`src/hdl/mmbsh_pkg.sv`:
```
`timescale 1ns / 1ps
// ----------------------------------------------------------------------------
// mmbsh_pkg
// Shared codes, constants and types for the multi-method byte string hash.
// ----------------------------------------------------------------------------
package mmbsh_pkg;

  localparam int unsigned MethodW = 4;
  localparam int unsigned HashW   = 32;
  localparam int unsigned ByteW   = 8;

  typedef logic [MethodW-1:0] method_t;
  typedef logic [HashW-1:0]   hash_t;
  typedef logic [ByteW-1:0]   byte_t;

  // method codes
  localparam method_t M_DEBUG0   = 4'd0;
  localparam method_t M_DEBUG1   = 4'd1;
  localparam method_t M_ADD      = 4'd2;
  localparam method_t M_XOR      = 4'd3;
  localparam method_t M_ROT      = 4'd4;
  localparam method_t M_BERN     = 4'd5;
  localparam method_t M_MODBERN  = 4'd6;
  localparam method_t M_SAX      = 4'd7;
  localparam method_t M_FNV      = 4'd8;
  localparam method_t M_OAT      = 4'd9;
  localparam method_t M_ELF      = 4'd10;

  localparam hash_t FNV_BASIS = 32'd2166136261;
  localparam hash_t FNV_PRIME = 32'd16777619;
  localparam hash_t BERN_MULT = 32'd33;
  localparam hash_t ELF_TOP   = 32'hF000_0000;

  // what the finishing stage needs from one completed key
  typedef struct packed {
    method_t method;
    hash_t   hash;
    byte_t   first;
    byte_t   second;
    logic    two_bytes;
  } fin_t;

endpackage

```
`src/hdl/mmbsh_fold.sv`:
```
`timescale 1ns / 1ps
// ----------------------------------------------------------------------------
// mmbsh_fold
// Folds one key byte into the running hash by the selected method.
// ----------------------------------------------------------------------------
module mmbsh_fold
  import mmbsh_pkg::*;
(
  input  method_t method,
  input  hash_t   hash_in,
  input  byte_t   data,
  output hash_t   hash_out
);

  hash_t b_ext;
  hash_t oat_a;
  hash_t oat_b;
  hash_t elf_t;
  hash_t elf_g;

  assign b_ext = {{(HashW-ByteW){1'b0}}, data};

  // one-at-a-time per-byte step
  assign oat_a = hash_in + b_ext;
  assign oat_b = oat_a + (oat_a << 10);

  // elf: clear top nibble after folding it back in
  assign elf_t = (hash_in << 4) + b_ext;
  assign elf_g = elf_t & ELF_TOP;

  always_comb begin
    unique case (method)
      M_ADD:     hash_out = hash_in + b_ext;
      M_XOR:     hash_out = hash_in ^ b_ext;
      M_ROT:     hash_out = (hash_in << 4) ^ (hash_in >> 28) ^ b_ext;
      M_BERN:    hash_out = (hash_in * BERN_MULT) + b_ext;
      M_MODBERN: hash_out = (hash_in * BERN_MULT) ^ b_ext;
      M_SAX:     hash_out = hash_in ^ ((hash_in << 5) + (hash_in >> 2) + b_ext);
      M_FNV:     hash_out = (hash_in * FNV_PRIME) ^ b_ext;
      M_OAT:     hash_out = oat_b ^ (oat_b >> 6);
      M_ELF:     hash_out = (elf_t ^ (elf_g >> 24)) & ~elf_g;
      default:   hash_out = hash_in;
    endcase
  end

endmodule

```
`src/hdl/mmbsh_finish.sv`:
```
`timescale 1ns / 1ps
// ----------------------------------------------------------------------------
// mmbsh_finish
// Final form of the hash for a completed key.
// ----------------------------------------------------------------------------
module mmbsh_finish
  import mmbsh_pkg::*;
(
  input  fin_t  fin,
  output hash_t result
);

  hash_t mix_a;
  hash_t mix_b;
  hash_t mix_c;

  // one-at-a-time final avalanche
  assign mix_a = fin.hash + (fin.hash << 3);
  assign mix_b = mix_a ^ (mix_a >> 11);
  assign mix_c = mix_b + (mix_b << 15);

  always_comb begin
    unique case (fin.method)
      M_DEBUG0: result = {fin.first, fin.first, fin.first, fin.first};
      M_DEBUG1: result = fin.two_bytes ? {fin.first, fin.first, fin.first, fin.second}
                                       : '0;
      M_OAT:    result = mix_c;
      M_ADD, M_XOR, M_ROT, M_BERN, M_MODBERN, M_SAX, M_FNV, M_ELF:
                result = fin.hash;
      default:  result = '0;
    endcase
  end

endmodule

```
`src/hdl/multi_method_byte_string_hash_unit.sv`:
```
`timescale 1ns / 1ps
// ----------------------------------------------------------------------------
// multi_method_byte_string_hash_unit
// Streams key bytes and returns a 32-bit hash for each key.
//
// Usage:
//   Key bytes arrive on the input channel (key_byte, last_byte) with
//   in_valid/in_ready. One item is one byte; last_byte marks the end of a key.
//   Every key of one or more bytes yields exactly one hash_value item on the
//   out_valid/out_ready channel; bytes before the last yield nothing.
//   hash_method is written on cfg_valid/cfg_ready (cfg_ready is always high);
//   the user must write it only while the unit is idle; this is not enforced.
// Timing:
//   One byte per cycle while the output is not stalled. A byte is held in the
//   input register and then folded into the running hash; for the last byte the
//   finished key moves to the finish stage, whose final mix is registered at
//   out_valid. The running-hash feedback (fold with a 32-bit constant multiply)
//   sets the clock budget.
// Reset: rst (synchronous) empties all stages, starts a new key and selects
//   method 0.
// Stall: when out_ready is low the result holds; the stages behind it keep
//   filling and in_ready drops only once a finished key can no longer move on.
// ----------------------------------------------------------------------------
module multi_method_byte_string_hash_unit
  import mmbsh_pkg::*;
(
  input  logic        clk,
  input  logic        rst,
  input  logic        in_valid,
  output logic        in_ready,
  input  logic [7:0]  key_byte,
  input  logic        last_byte,
  output logic        out_valid,
  input  logic        out_ready,
  output logic [31:0] hash_value,
  input  logic        cfg_valid,
  output logic        cfg_ready,
  input  logic [3:0]  hash_method
);

  method_t method;

  // input stage
  logic  s1_valid;
  byte_t s1_byte;
  logic  s1_last;

  // key state
  hash_t      running_hash;
  logic       at_key_start;
  byte_t      first_key_byte;
  byte_t      second_key_byte;
  logic [1:0] bytes_seen;

  // finish stage
  logic s2_valid;
  fin_t s2_fin;

  hash_t out_hash;
  logic  out_valid_q;

  logic s1_fire;
  logic s2_fire;
  logic out_free;
  logic s2_free;

  hash_t      start_hash;
  logic [1:0] seen_eff;
  byte_t      first_next;
  byte_t      second_next;
  logic [1:0] bytes_seen_next;
  hash_t      hash_next;
  hash_t      fin_hash;

  assign cfg_ready = 1'b1;

  assign out_free = !out_valid || out_ready;
  assign s2_fire  = s2_valid && out_free;
  assign s2_free  = !s2_valid || out_free;
  assign s1_fire  = s1_valid && (!s1_last || s2_free);
  assign in_ready = !s1_valid || s1_fire;

  // a new key starts from the method's seed
  assign start_hash = at_key_start ? ((method == M_FNV) ? FNV_BASIS : '0) : running_hash;
  assign seen_eff   = at_key_start ? 2'd0 : bytes_seen;

  always_comb begin
    first_next      = at_key_start ? '0 : first_key_byte;
    second_next     = at_key_start ? '0 : second_key_byte;
    bytes_seen_next = seen_eff;
    unique case (seen_eff)
      2'd0: begin
        first_next      = s1_byte;
        bytes_seen_next = 2'd1;
      end
      2'd1: begin
        second_next     = s1_byte;
        bytes_seen_next = 2'd2;
      end
      default: begin
        bytes_seen_next = seen_eff;
      end
    endcase
  end

  mmbsh_fold u_fold (
    .method   (method),
    .hash_in  (start_hash),
    .data     (s1_byte),
    .hash_out (hash_next)
  );

  mmbsh_finish u_finish (
    .fin    (s2_fin),
    .result (fin_hash)
  );

  assign out_valid  = out_valid_q;
  assign hash_value = out_hash;

  always_ff @(posedge clk) begin
    if (rst) begin
      method          <= M_DEBUG0;
      s1_valid        <= 1'b0;
      s2_valid        <= 1'b0;
      out_valid_q     <= 1'b0;
      running_hash    <= '0;
      at_key_start    <= 1'b1;
      first_key_byte  <= '0;
      second_key_byte <= '0;
      bytes_seen      <= 2'd0;
    end else begin
      if (cfg_valid && cfg_ready) begin
        method <= hash_method;
      end
      if (in_valid && in_ready) begin
        s1_valid <= 1'b1;
      end else if (s1_fire) begin
        s1_valid <= 1'b0;
      end
      if (s1_fire) begin
        running_hash    <= hash_next;
        at_key_start    <= s1_last;
        first_key_byte  <= first_next;
        second_key_byte <= second_next;
        bytes_seen      <= bytes_seen_next;
      end
      if (s1_fire && s1_last) begin
        s2_valid <= 1'b1;
      end else if (s2_fire) begin
        s2_valid <= 1'b0;
      end
      if (s2_fire) begin
        out_valid_q <= 1'b1;
      end else if (out_ready) begin
        out_valid_q <= 1'b0;
      end
    end
  end

  always_ff @(posedge clk) begin
    if (in_valid && in_ready) begin
      s1_byte <= key_byte;
      s1_last <= last_byte;
    end
    if (s1_fire && s1_last) begin
      s2_fin.method    <= method;
      s2_fin.hash      <= hash_next;
      s2_fin.first     <= first_next;
      s2_fin.second    <= second_next;
      s2_fin.two_bytes <= (bytes_seen_next == 2'd2);
    end
    if (s2_fire) begin
      out_hash <= fin_hash;
    end
  end

  // bytes_seen saturates at two
  a_seen_sat: assert property (@(posedge clk) disable iff (rst)
    bytes_seen != 2'd3)
    else $error("bytes_seen out of range");

  // reset leaves every stage empty at a key boundary
  a_reset_empty: assert property (@(posedge clk)
    $past(rst) |-> (at_key_start && !s1_valid && !s2_valid && !out_valid_q))
    else $error("stages not empty after reset");

  // a last byte hands its key to the finish stage and reopens a key
  a_last_hands_off: assert property (@(posedge clk) disable iff (rst)
    (s1_fire && s1_last) |=> (at_key_start && s2_valid))
    else $error("last byte did not complete the key");

  // a middle byte keeps the key open
  a_mid_keeps_open: assert property (@(posedge clk) disable iff (rst)
    (s1_fire && !s1_last) |=> !at_key_start)
    else $error("key closed on a middle byte");

  // input only stalls behind a held byte
  a_stall_cause: assert property (@(posedge clk) disable iff (rst)
    !in_ready |-> (s1_valid && s1_last && s2_valid && out_valid_q && !out_ready))
    else $error("input stalled without a full pipeline");

endmodule
```
`config.mk`:
```
export PLATFORM = sky130hd
export DESIGN_NAME = multi_method_byte_string_hash_unit
export DESIGN_NICKNAME = d
export VERILOG_FILES = /design/src/hdl/mmbsh_pkg.sv /design/src/hdl/mmbsh_fold.sv /design/src/hdl/mmbsh_finish.sv /design/src/hdl/multi_method_byte_string_hash_unit.sv
export SDC_FILE = /design/constraint.sdc
export NUM_CORES = 1
export LEC_CHECK = 0
export BUFFER_PORTS_ARGS = -buffer_cell sky130_fd_sc_hd__buf_2
export CORE_ASPECT_RATIO = 1.2
export CORE_MARGIN = 3
export CORE_UTILIZATION = 60
export DETAILED_ROUTE_END_ITERATION = 6
export GPL_TIMING_DRIVEN = 0
export PLACE_DENSITY = 0.84
export SYNTH_ARGS = -nofsm -noshare
export SYNTH_HDL_FRONTEND = slang
export SYNTH_HIERARCHICAL = 1
export SYNTH_SLANG_ARGS = --single-unit
```
`constraint.sdc`:
```
create_clock -name clk -period 9.61 [get_ports clk]
set_input_delay 0.961 -clock clk [delete_from_list [all_inputs] [get_ports clk]]
set_output_delay 0.961 -clock clk [all_outputs]
set_load 0.02 [all_outputs]
```
======== Word-level counts from Yosys, hierarchy flattened ========
Cells that the tools add are included.
word-level totals
  register bits ........................... 152
  bits in latches ......................... 0
  memory bits (writable) .................. 0
  bits in read-only memories .............. 0
  output and inout bits ................... 35
  logic and storage cells ................. 94
  memories kept ........................... 0
cells by class
  add/subtract/negate cells ............... 8
  $mul .................................... 2
  div/mod/pow operators ................... 0
  order comparisons ....................... 0
  equality and inequality tests ........... 21
  shifts and indexed selects .............. 0
  multiplexer cells ....................... 17
  bitwise gates (word level) .............. 11
  reductions and logical operators ........ 18
operators by type and width
  cell                      number
  $pmux W32 S9              1
  $xor A32 B8 Y32           5
  $add A32 B8 Y32           4
  $pmux W32 S4              1
  $add A32 B32 Y32          3
  $mux W32                  3
  $add A32 B30 Y32          1
  $and A32 B32 Y32          1
  $eq A4 B3 Y1 const B      8
  $mul A32 B25 Y32 const B  1
  $mul A32 B6 Y32 const B   1
  $mux W8                   4
  $not A32 Y32              1
  $xor A32 B21 Y32          1
  $xor A32 B26 Y32          1
  $xor A32 B32 Y32          1
  $xor A32 B4 Y32           1
  $eq A4 B4 Y1 const B      6
  $eq A4 B2 Y1 const B      4
  $reduce_or A8 Y1          1
  $mux W1                   6
  $reduce_bool A2 Y1        3
  $eq A4 B1 Y1 const B      1
  $logic_and A1 B1 Y1       4
  8 further kinds           14

======== Depth between registers and ports, before layout ========
Gate-level depths: netlist (run 1).
  depth in word-level cells ............... 8
  mapped depth ............................ 30
  mapped depth without buffers ............ 29

======== Cells and area by module ========
The synthesis (run 1) kept the hierarchy.
by module, submodules not included
  module                              times used  cells an instance  area an instance (um^2)  sequential area each (um^2)
  mmbsh_fold                          1           1950               15219.6                  0.0
  multi_method_byte_string_hash_unit  1           432                5569.1                   3983.8
  mmbsh_finish                        1           366                2676.3                   0.0

======== Worst setup path before layout (run 1) ========
No wires, ideal clock.
  kind .................................... register -> register
  start point ............................. register at_key_start
  end point ............................... register s2_fin[46] (netlist name) (data pin)
  library setup time ...................... 0.259 ns
  data arrival time ....................... 6.526 ns
  path slack .............................. 2.825 ns
  cell stages (with the launch flop) ...... 25
  path buffers ............................ 2
  clock period less this slack ............ 6.785 ns
  path through ............................ dfxtp_1 clkbuf_2 buf_1 o21ai_0 ha_1 ha_1 fa_1 ha_1 fa_1 ha_1 inv_1 fa_1 inv_1 ha_1 and3_1 nor2b_1 nand3_1 a211oi_1 o21ai_0 o211ai_1 mux2i_1 a21oi_1 a211oi_1 a31oi_1 o21a_1
on the way
  longest elaborated chain between the ends .. 5
  elaborated cells on any way between the ends .. 20
  classes of those cells .................. 6 x add/sub; 2 x mul; 2 x mux; 10 x bitwise
ends and longest elaborated chain
  what                                                     line                                       RTL
  start, declared                                          multi_method_byte_string_hash_unit.sv:50   logic at_key_start;
  start signal, assigned                                   multi_method_byte_string_hash_unit.sv:143  at_key_start <= s1_last;
  $mux W32 *                                               multi_method_byte_string_hash_unit.sv:84   assign start_hash = at_key_start ? ((method == M_FNV) ? FNV_BASIS : '0) : running_hash;
  net start_hash[6]                                        multi_method_byte_string_hash_unit.sv:67   hash_t start_hash;
  branches (longest 3 deep; another with $mul A32 B6 Y32)  --
  $pmux W32 S9 *                                           mmbsh_fold.sv:32                           unique case (method)
  net hash_next[29]                                        multi_method_byte_string_hash_unit.sv:72   hash_t hash_next;
  end, declared                                            multi_method_byte_string_hash_unit.sv:57   fin_t s2_fin;
Mark *: on every way through the listed nets, which the timed path passes.
A chain may end at the register's enable or synchronous reset.

======== Final worst setup path (run 1) ========
  start point ............................. register method[3]
  end point ............................... register running_hash[29]
on the way
  longest elaborated chain between the ends .. 7
  elaborated cells on any way between the ends .. 27
  classes of those cells .................. 6 x add/sub; 2 x mul; 9 x eq/ne; 3 x mux; 7 x bitwise
ends and longest elaborated chain
  what                                                     line                                       RTL
  start, declared                                          multi_method_byte_string_hash_unit.sv:41   method_t method;
  start signal, assigned                                   multi_method_byte_string_hash_unit.sv:134  method <= hash_method;
  $eq A4 B4 Y1 *                                           multi_method_byte_string_hash_unit.sv:84
  $mux W32 * (2 in a row)                                  multi_method_byte_string_hash_unit.sv:84
  net start_hash[10]                                       multi_method_byte_string_hash_unit.sv:67
  branches (longest 3 deep; another with $mul A32 B6 Y32)  --
  $pmux W32 S9 *                                           mmbsh_fold.sv:32
  net hash_next[29]                                        multi_method_byte_string_hash_unit.sv:72
  end signal, assigned                                     multi_method_byte_string_hash_unit.sv:142  running_hash <= hash_next;
  end, declared                                            multi_method_byte_string_hash_unit.sv:49   hash_t running_hash;
Marks and branches as above.

==> reports/metrics.json, run 1 <==
{
  "status": "finished with violations",
  "violations": "DRC, capacitance limit, slew limit",
  "setup_total_negative_slack_ps": 0,
  "post_cts_hold_buffer_count": 0,
  "synth_mux_area_frac": 0.00555,
  "gr-usage-met1": 0.469,
  "ir_drop_mv": 0.143,
  "start_util": 0.615,
  "final_layout_size_suffix_gt1_frac": 0.0692,
  "number_of_antenna_violations_at_the_first_check_in_global_routing": 0,
  "detailroute.via_count": 22900,
  "drt_pre_antenna_iters": 7,
  "cts_max_level": 4,
  "busiest_layer": "met2",
  "syn_area_um2": 23500,
  "relSlewSlack": -0.0186,
  "route.detailed.vias_per_inst": 6.81,
  "count_of_buffers_added_by_post_cts_timing_repair_for_setup": 0,
  "drt_wl_total_mm": 91.2,
  "ys_warn_count": 6,
  "cp_max_fo": 11,
  "post_synth.cell_area_avg_um2": 8.54,
  "globalRoute.totalOverflow": 0,
  "floorplan.die.height_um": 223,
  "clk_pin_slew_ps": 70,
  "tightest_slew_ps": 1520,
  "grt_first_pass_wirelength_mm": 135,
  "required_ps": 9910,
  "yosysSeqAreaShare": 0.170,
  "worstSkewPairLatency_ps": 440,
  "endpoint_kind": "flip-flop",
  "synth_area_leaders": "sky130_fd_sc_hd__ha_1, sky130_fd_sc_hd__edfxtp_1, sky130_fd_sc_hd__fa_1",
  "detailed_place.area_um2": 24700,
  "synth_cells": 2748,
  "first_global_vias": 23000,
  "worst_clock_skew_ps": 8.55,
  "gpl.final_weighted_congestion": 1.06,
  "top_level_ports": 53,
  "maximum_number_of_pins_on_one_net_before_global_route_repair": 33,
  "synth_async_sr_flop_share": 0,
  "timing.final.crit_share": 0.886,
  "post_layout_power_w": 0.00263,
  "cp_common_cell": "sky130_fd_sc_hd__ha_1",
  "complex_gate_fraction_of_the_synthesized_area": 0.230,
  "max_clock_freq_mhz": 117,
  "postSynthRegisterBits": 152,
  "criticalPathCategory": "reg -> reg",
  "start_kind": "flip-flop",
  "antenna_cells": 0,
  "yosysMostFrequentCell": "sky130_fd_sc_hd__ha_1",
  "antenna_violating_nets_post_route": 0,
  "synth_fp_nets": 3252,
  "report.final.setup_viol": 0,
  "drcViolationCount": 5,
  "critical_path.slowest_cell": "sky130_fd_sc_hd__a211oi_1",
  "hp-class": "reg -> reg",
  "synthDistinctLibCells": 110,
  "synth_top_family_by_area": "adder cells",
  "drtIter0Drc": 2475,
  "synth_area_leader_cell": "sky130_fd_sc_hd__ha_1",
  "floorplan.die_area_um2": 41500,
  "grt_setup_unrepaired": "no",
  "groute.layer.met2.usage": 0.734,
  "max-clock-path-buffers": 2,
  "synthAdderAreaFrac": 0.286,
  "period_minus_ws_final_ps": 8520,
  "cp_data_arrival_time_ps": 8820,
  "final.setup.worst_slack_ps": 1090,
  "finalNonFillerCells": 3368,
  "fp-row-count": 78,
  "final_hold_viol_count": 0,
  "preCtsSetupSlack_ps": 1370,
  "final_cell_area_um2": 25300,
  "pwr_density_cell_nw_per_um2": 104,
  "maxSlewViolCount": 12,
  "post_synth_xor_area_fraction": 0.104,
  "cp_slowest_stage_delay_ps": 620,
  "post-place-cells": 3335,
  "cts-buffers-inserted": 17,
  "synth_enable_flop_cells": 94,
  "design.core.area_um2": 38200,
  "cap_violations": 2,
  "area.growth.synth_to_final_pct": 7.87,
  "synth_simple_gate_area_share": 0.147,
  "globalRouteMet3Util": 0.0664,
  "globalRouteTotalUtil": 0.425,
  "synthTopCellsByCount": "sky130_fd_sc_hd__ha_1, sky130_fd_sc_hd__a21oi_1, sky130_fd_sc_hd__inv_1, sky130_fd_sc_hd__o21ai_0, sky130_fd_sc_hd__nand2_1",
  "detail_route.wl_per_cell_um": 27.1,
  "cell_type_group_with_the_largest_total_delay_on_the_critical_path": "adder cells",
  "number_of_i_o_port_buffers": 49,
  "synth_top_flop_cell": "sky130_fd_sc_hd__edfxtp_1",
  "tritoncts": "built",
  "worst-path-buf-inv": 3,
  "cts-resized-gates": 0,
  "die_w_um": 187,
  "finalNetCount": 3339,
  "power.leakage_nw": 11.9,
  "numClockSinks": 152,
  "dp_hpwl_mm": 73.0,
  "cts-root-buf": "sky130_fd_sc_hd__clkbuf_16",
  "area_fraction_of_the_dominant_cell_type_after_synthesis": 0.214
}
## layer usage
layer,wire (um),share of wire,vias up
li1,-,-,10200
met1,32000,0.35,10800
met2,43100,0.47,1432
met3,7620,0.084,463
met4,8380,0.092,0
met5,0,0,-
## cell families after synthesis
group           count (synthesis)
compound gates                810
simple gates                  682
fa+ha+maj                     486
buf+inv                       333
xor+xnor                      271
flops                         152
mux                            13
other cells                     1
## through the flow
stage,hold WS (ps),util
floorplan,443,-
global placement,448,0.638
detailed placement,455,0.648
CTS,473,0.663
global route,492,0.663
finish,475,0.663
## worst paths after layout
check / startpoint / endpoint / slack (ps) / cells past startpoint
setup reg to reg: method[3] / running_hash[29] / 1090 / 27
hold / removal: second_key_byte[6] / second_key_byte[6] / 470 / 1
setup / recovery: method[3] / running_hash[29] / 1090 / 27
hold reg to reg: second_key_byte[6] / second_key_byte[6] / 470 / 1
## registers in the layout, summed over array words and instances (netlist names)
| name | flops |
|---|---|
| s2_valid | 1 |
| at_key_start | 1 |
| s2_fin | 53 |
| s1_byte | 8 |
| s1_valid | 1 |
| method | 4 |
| first_key_byte | 8 |
| running_hash | 32 |
| bytes_seen | 2 |
| hash_value | 32 |
| s1_last | 1 |
| out_valid | 1 |
| second_key_byte | 8 |
## layout make-up
cell class	count	area [um2]
well taps	520	651
plain buffers	110	512
repair buffers	68	529
inverters	223	837
clock buffers	21	472
flip-flops and latches	152	3980
fillers	3051	12800
multi-input cells	2263	18200
clock inverters	11	111
## worst register-to-register path: stages, from the launching register on
cell and delay [ps]:
sky130_fd_sc_hd__dfxtp_1 600, sky130_fd_sc_hd__nand2_1 100, sky130_fd_sc_hd__or4_4 530, sky130_fd_sc_hd__buf_2 280, sky130_fd_sc_hd__o21ai_2 450, sky130_fd_sc_hd__ha_1 540, sky130_fd_sc_hd__ha_1 330, sky130_fd_sc_hd__fa_1 490
sky130_fd_sc_hd__ha_1 220, sky130_fd_sc_hd__fa_1 490, sky130_fd_sc_hd__ha_1 290, sky130_fd_sc_hd__inv_1 50, sky130_fd_sc_hd__fa_1 530, sky130_fd_sc_hd__inv_1 50, sky130_fd_sc_hd__ha_1 410, sky130_fd_sc_hd__and3_1 210
sky130_fd_sc_hd__nor2b_1 200, sky130_fd_sc_hd__nand3_1 100, sky130_fd_sc_hd__a211oi_1 620, sky130_fd_sc_hd__o21ai_0 210, sky130_fd_sc_hd__o211ai_1 220, sky130_fd_sc_hd__mux2i_1 260, sky130_fd_sc_hd__a21oi_1 150, sky130_fd_sc_hd__a211oi_1 400
sky130_fd_sc_hd__a31oi_1 140, sky130_fd_sc_hd__o21a_1 320, sky130_fd_sc_hd__nand3_1 130, sky130_fd_sc_hd__a21oi_1 60
## cell usage in the layout (no fill, tap or decap), drive strengths merged, types with 30 or more instances in the layout
| cell type | synthesis | layout |
|---|---|---|
| xnor2 | 162 | 162 |
| nand3 | 84 | 84 |
| buf | 27 | 95 |
| a211oi | 30 | 30 |
| inv | 223 | 228 |
| a221oi | 39 | 39 |
| nor2 | 160 | 160 |
| a21o | 58 | 58 |
| a21oi | 235 | 235 |
| nand2 | 172 | 172 |
| nand2b | 44 | 44 |
| dfxtp | 58 | 58 |
| clkbuf | 83 | 104 |
| xor2 | 107 | 107 |
| nor3 | 42 | 42 |
| nor2b | 45 | 45 |
| fa | 84 | 84 |
| ha | 402 | 402 |
| edfxtp | 94 | 94 |
| o21ai | 196 | 196 |
## power by group
part / internal, W / switching [W] / total [W]
clock network: 0.000383 / 0.000286 / 0.000670
registers: 0.000729 / 0.0000319 / 0.000761
logic: 0.000446 / 0.000752 / 0.00120
(Power assumes the default switching activity.)
==> run 2: changes to the inputs <==
--- a/config.mk
+++ b/config.mk
@@ -13,3 +13,3 @@
 export GPL_TIMING_DRIVEN = 0
-export PLACE_DENSITY = 0.84
+export PLACE_DENSITY_LB_ADDON = 0.08
 export SYNTH_ARGS = -nofsm -noshare
==> constraint.sdc (replaced) <==
create_clock -name clk -period 8.9 [get_ports clk]
set_input_delay 1.335 -clock clk [delete_from_list [all_inputs] [get_ports clk]]
set_output_delay 1.335 -clock clk [all_outputs]
set_load 0.02 [all_outputs]
==> reports/metrics.json, run 2 (synthesis results as in run 1) <==
{
  "status": "finished clean",
  "final_hold_viol_count": {"value": 0, "change": "unchanged"},
  "grt_first_pass_wirelength": {"value": 133, "unit": "mm", "change": "-2.0%"},
  "crit-reg2reg-launch": "method[3]",
  "required": {"value": 9200, "unit": "ps", "change": "-710 ps"},
  "maxSlewViolCount": {"value": 0, "change": "-12"},
  "cap_violations": {"value": 0, "change": "-2"},
  "post_cts_hold_buffer_count": {"value": 0, "change": "unchanged"},
  "drt_wl_total": {"value": 88.7, "unit": "mm", "change": "-2.6%"},
  "drcViolationCount": {"value": 0, "change": "-5"},
  "launch_point_of_the_worst_path": "method[3]",
  "globalRoute.totalOverflow": {"value": 0, "change": "unchanged"},
  "max_clock_freq": {"value": 117, "unit": "MHz", "change": "-0.47%"},
  "largest_register": "s2_fin",
  "die_w": {"value": 187, "unit": "um", "change": "unchanged"},
  "grt_setup_unrepaired": "no",
  "number_of_antenna_violations_at_the_first_check_in_global_routing": {"value": 0, "change": "unchanged"},
  "tightest_slew": {"value": 1440, "unit": "ps", "change": "-83.1 ps"},
  "hp-class": "reg -> reg",
  "worstSkewPairLatency": {"value": 440, "unit": "ps", "change": "about the same"},
  "floorplan.die_area": {"value": 41500, "unit": "um2", "change": "unchanged"},
  "maximum_number_of_pins_on_one_net_before_global_route_repair": {"value": 35, "change": "+6.1%"},
  "route.detailed.vias_per_inst": {"value": 6.79, "change": "-0.24%"},
  "globalRouteTotalUtil": {"value": 0.415, "change": "-0.0102"},
  "start_util": {"value": 0.615, "change": "unchanged"},
  "post-place-cells": {"value": 3332, "change": "-0.090%"},
  "critical_path.slowest_cell": "sky130_fd_sc_hd__a211oi_1",
  "cp_slowest_stage_delay": {"value": 670, "unit": "ps", "change": "+50 ps"},
  "finalNetCount": {"value": 3336, "change": "-0.090%"},
  "final_common_cell": "sky130_fd_sc_hd__ha_1",
  "worst_clock_skew": {"value": 9.73, "unit": "ps", "change": "+1.18 ps"},
  "dp_hpwl": {"value": 71.4, "unit": "mm", "change": "-2.3%"},
  "finalNonFillerCells": {"value": 3366, "change": "-0.059%"},
  "largest_reg_flops": {"value": 53, "change": "unchanged"},
  "most-common-layout-cells": "sky130_fd_sc_hd__ha_1, sky130_fd_sc_hd__a21oi_1, sky130_fd_sc_hd__inv_1",
  "tritoncts": "built",
  "criticalPathCategory": "reg -> reg",
  "max-clock-path-buffers": {"value": 2, "change": "unchanged"},
  "drtIter0Drc": {"value": 2644, "change": "+6.8%"},
  "first_global_vias": {"value": 22700, "change": "-1.3%"},
  "design.core.area": {"value": 38200, "unit": "um2", "change": "unchanged"},
  "ir_drop": {"value": 0.152, "unit": "mV", "change": "+6.6%"},
  "period_minus_ws_final": {"value": 8560, "unit": "ps", "change": "+40.5 ps"},
  "whs": {"value": 471, "unit": "ps", "change": "-3.93 ps"},
  "numClockSinks": {"value": 152, "change": "unchanged"},
  "cp_data_arrival_time": {"value": 8860, "unit": "ps", "change": "+40 ps"},
  "drt_pre_antenna_iters": {"value": 7, "change": "unchanged"},
  "area.growth.synth_to_final_pct": 7.71,
  "cts-root-buf": "sky130_fd_sc_hd__clkbuf_16",
  "start_kind": "flip-flop",
  "cts-buffers-inserted": {"value": 17, "change": "unchanged"},
  "clk_pin_slew": {"value": 60, "unit": "ps", "change": "about the same"},
  "gpl.final_weighted_congestion": {"value": 1.06, "change": "+0.47%"},
  "pwr_density_cell": {"value": 111, "unit": "nW/um2", "change": "+7.2%"},
  "number_of_i_o_port_buffers": {"value": 49, "change": "unchanged"},
  "floorplan.die.height": {"value": 223, "unit": "um", "change": "unchanged"},
  "count_of_buffers_added_by_post_cts_timing_repair_for_setup": {"value": 0, "change": "unchanged"},
  "detailroute.via_count": {"value": 22900, "change": "-0.30%"},
  "fp-row-count": {"value": 78, "change": "unchanged"},
  "cp_common_cell": "sky130_fd_sc_hd__ha_1",
  "power.leakage": {"value": 11.9, "unit": "nW", "change": "-0.12%"},
  "cts_max_level": {"value": 4, "change": "unchanged"},
  "timing.final.crit_share": {"value": 0.962, "change": "+0.0753"},
  "endpoint_kind": "flip-flop",
  "detail_route.wl_per_cell": {"value": 26.4, "unit": "um", "change": "-2.6%"},
  "relSlewSlack": {"value": 0.0325, "change": "+0.0511"},
  "top_level_ports": {"value": 53, "change": "unchanged"},
  "final_layout_size_suffix_gt1_frac": {"value": 0.0685, "change": "-0.000630"},
  "cp_max_fo": {"value": 11, "change": "unchanged"},
  "final_core_utilization": {"value": 0.662, "change": "-0.000983"},
  "antenna_violating_nets_post_route": {"value": 0, "change": "unchanged"},
  "worstHoldStart": "second_key_byte[1]",
  "report.final.setup_viol": {"value": 0, "change": "unchanged"},
  "cts-resized-gates": {"value": 0, "change": "unchanged"}
}
## run 2: changes by cell type in the layout (fill, tap and decap cells not counted), sizes merged
cell / delta
buf: -3
inv: +3
clkbuf: -2
clkinv: -2
clkinvlp: +1
diode: +1
## run 2: final timing paths
check / to / slack, ps / depth (start not counted)
worst min-delay path: second_key_byte[1] / 470 / 1
worst max-delay path: running_hash[29] / 340 / 27
worst min register to register: second_key_byte[1] / 470 / 1
worst max register to register: running_hash[29] / 340 / 27
## run 2: through the flow
step | TNS [ps] | total power (W) | area (um2) | setup slack [ps]
after floorplan | 0 | 0.00170 | 23500 | 2120
after global placement | -24350 | 0.00202 | 24400 | -1190
after detailed placement | 0 | 0.00206 | 24700 | 213
after CTS | 0 | 0.00277 | 25300 | 174
after global routing | 0 | 0.00294 | 25300 | 132
final | 0 | 0.00281 | 25300 | 340
## run 2: final cells by class
cell class | count | area, um2
diodes | 1 | 2.50
plain buffers | 110 | 512
clock buffers | 19 | 453
clock inverters | 13 | 131
fillers | 3117 | 12900
inverters | 223 | 837
multi-input cells | 2263 | 18200
flip-flops and latches | 152 | 3980
well taps | 520 | 651
repair buffers | 65 | 493
## run 2: where the power goes
part / internal (W) / switching (W)
clock: 0.000407 / 0.000307
combinational: 0.000480 / 0.000798
sequential: 0.000787 / 0.0000338
total: 0.00167 / 0.00114
## run 2: worst max-delay path, delay by kind of cell (launching register included)
kind | cells | cell delay [ps]
flip-flops | 1 | 630
AND/OR/NAND/NOR | 6 | 1320
AO/OA/AOI/OAI | 9 | 2510
adder cells (fa/ha/maj) | 8 | 3330
multiplexers | 1 | 230
buffers and inverters | 3 | 370
## run 2: per-layer routing
| layer | share of wire | vias to the layer above | global-route usage | routed length [um] |
|---|---|---|---|---|
| met5 | 0 | - | 0 | 0 |
| met3 | 0.082 | 427 | 0.0726 | 7270 |
| met4 | 0.090 | 0 | 0.319 | 7990 |
| met1 | 0.36 | 10800 | 0.459 | 31600 |
| li1 | - | 10200 | - | - |
| met2 | 0.47 | 1411 | 0.708 | 41900 |
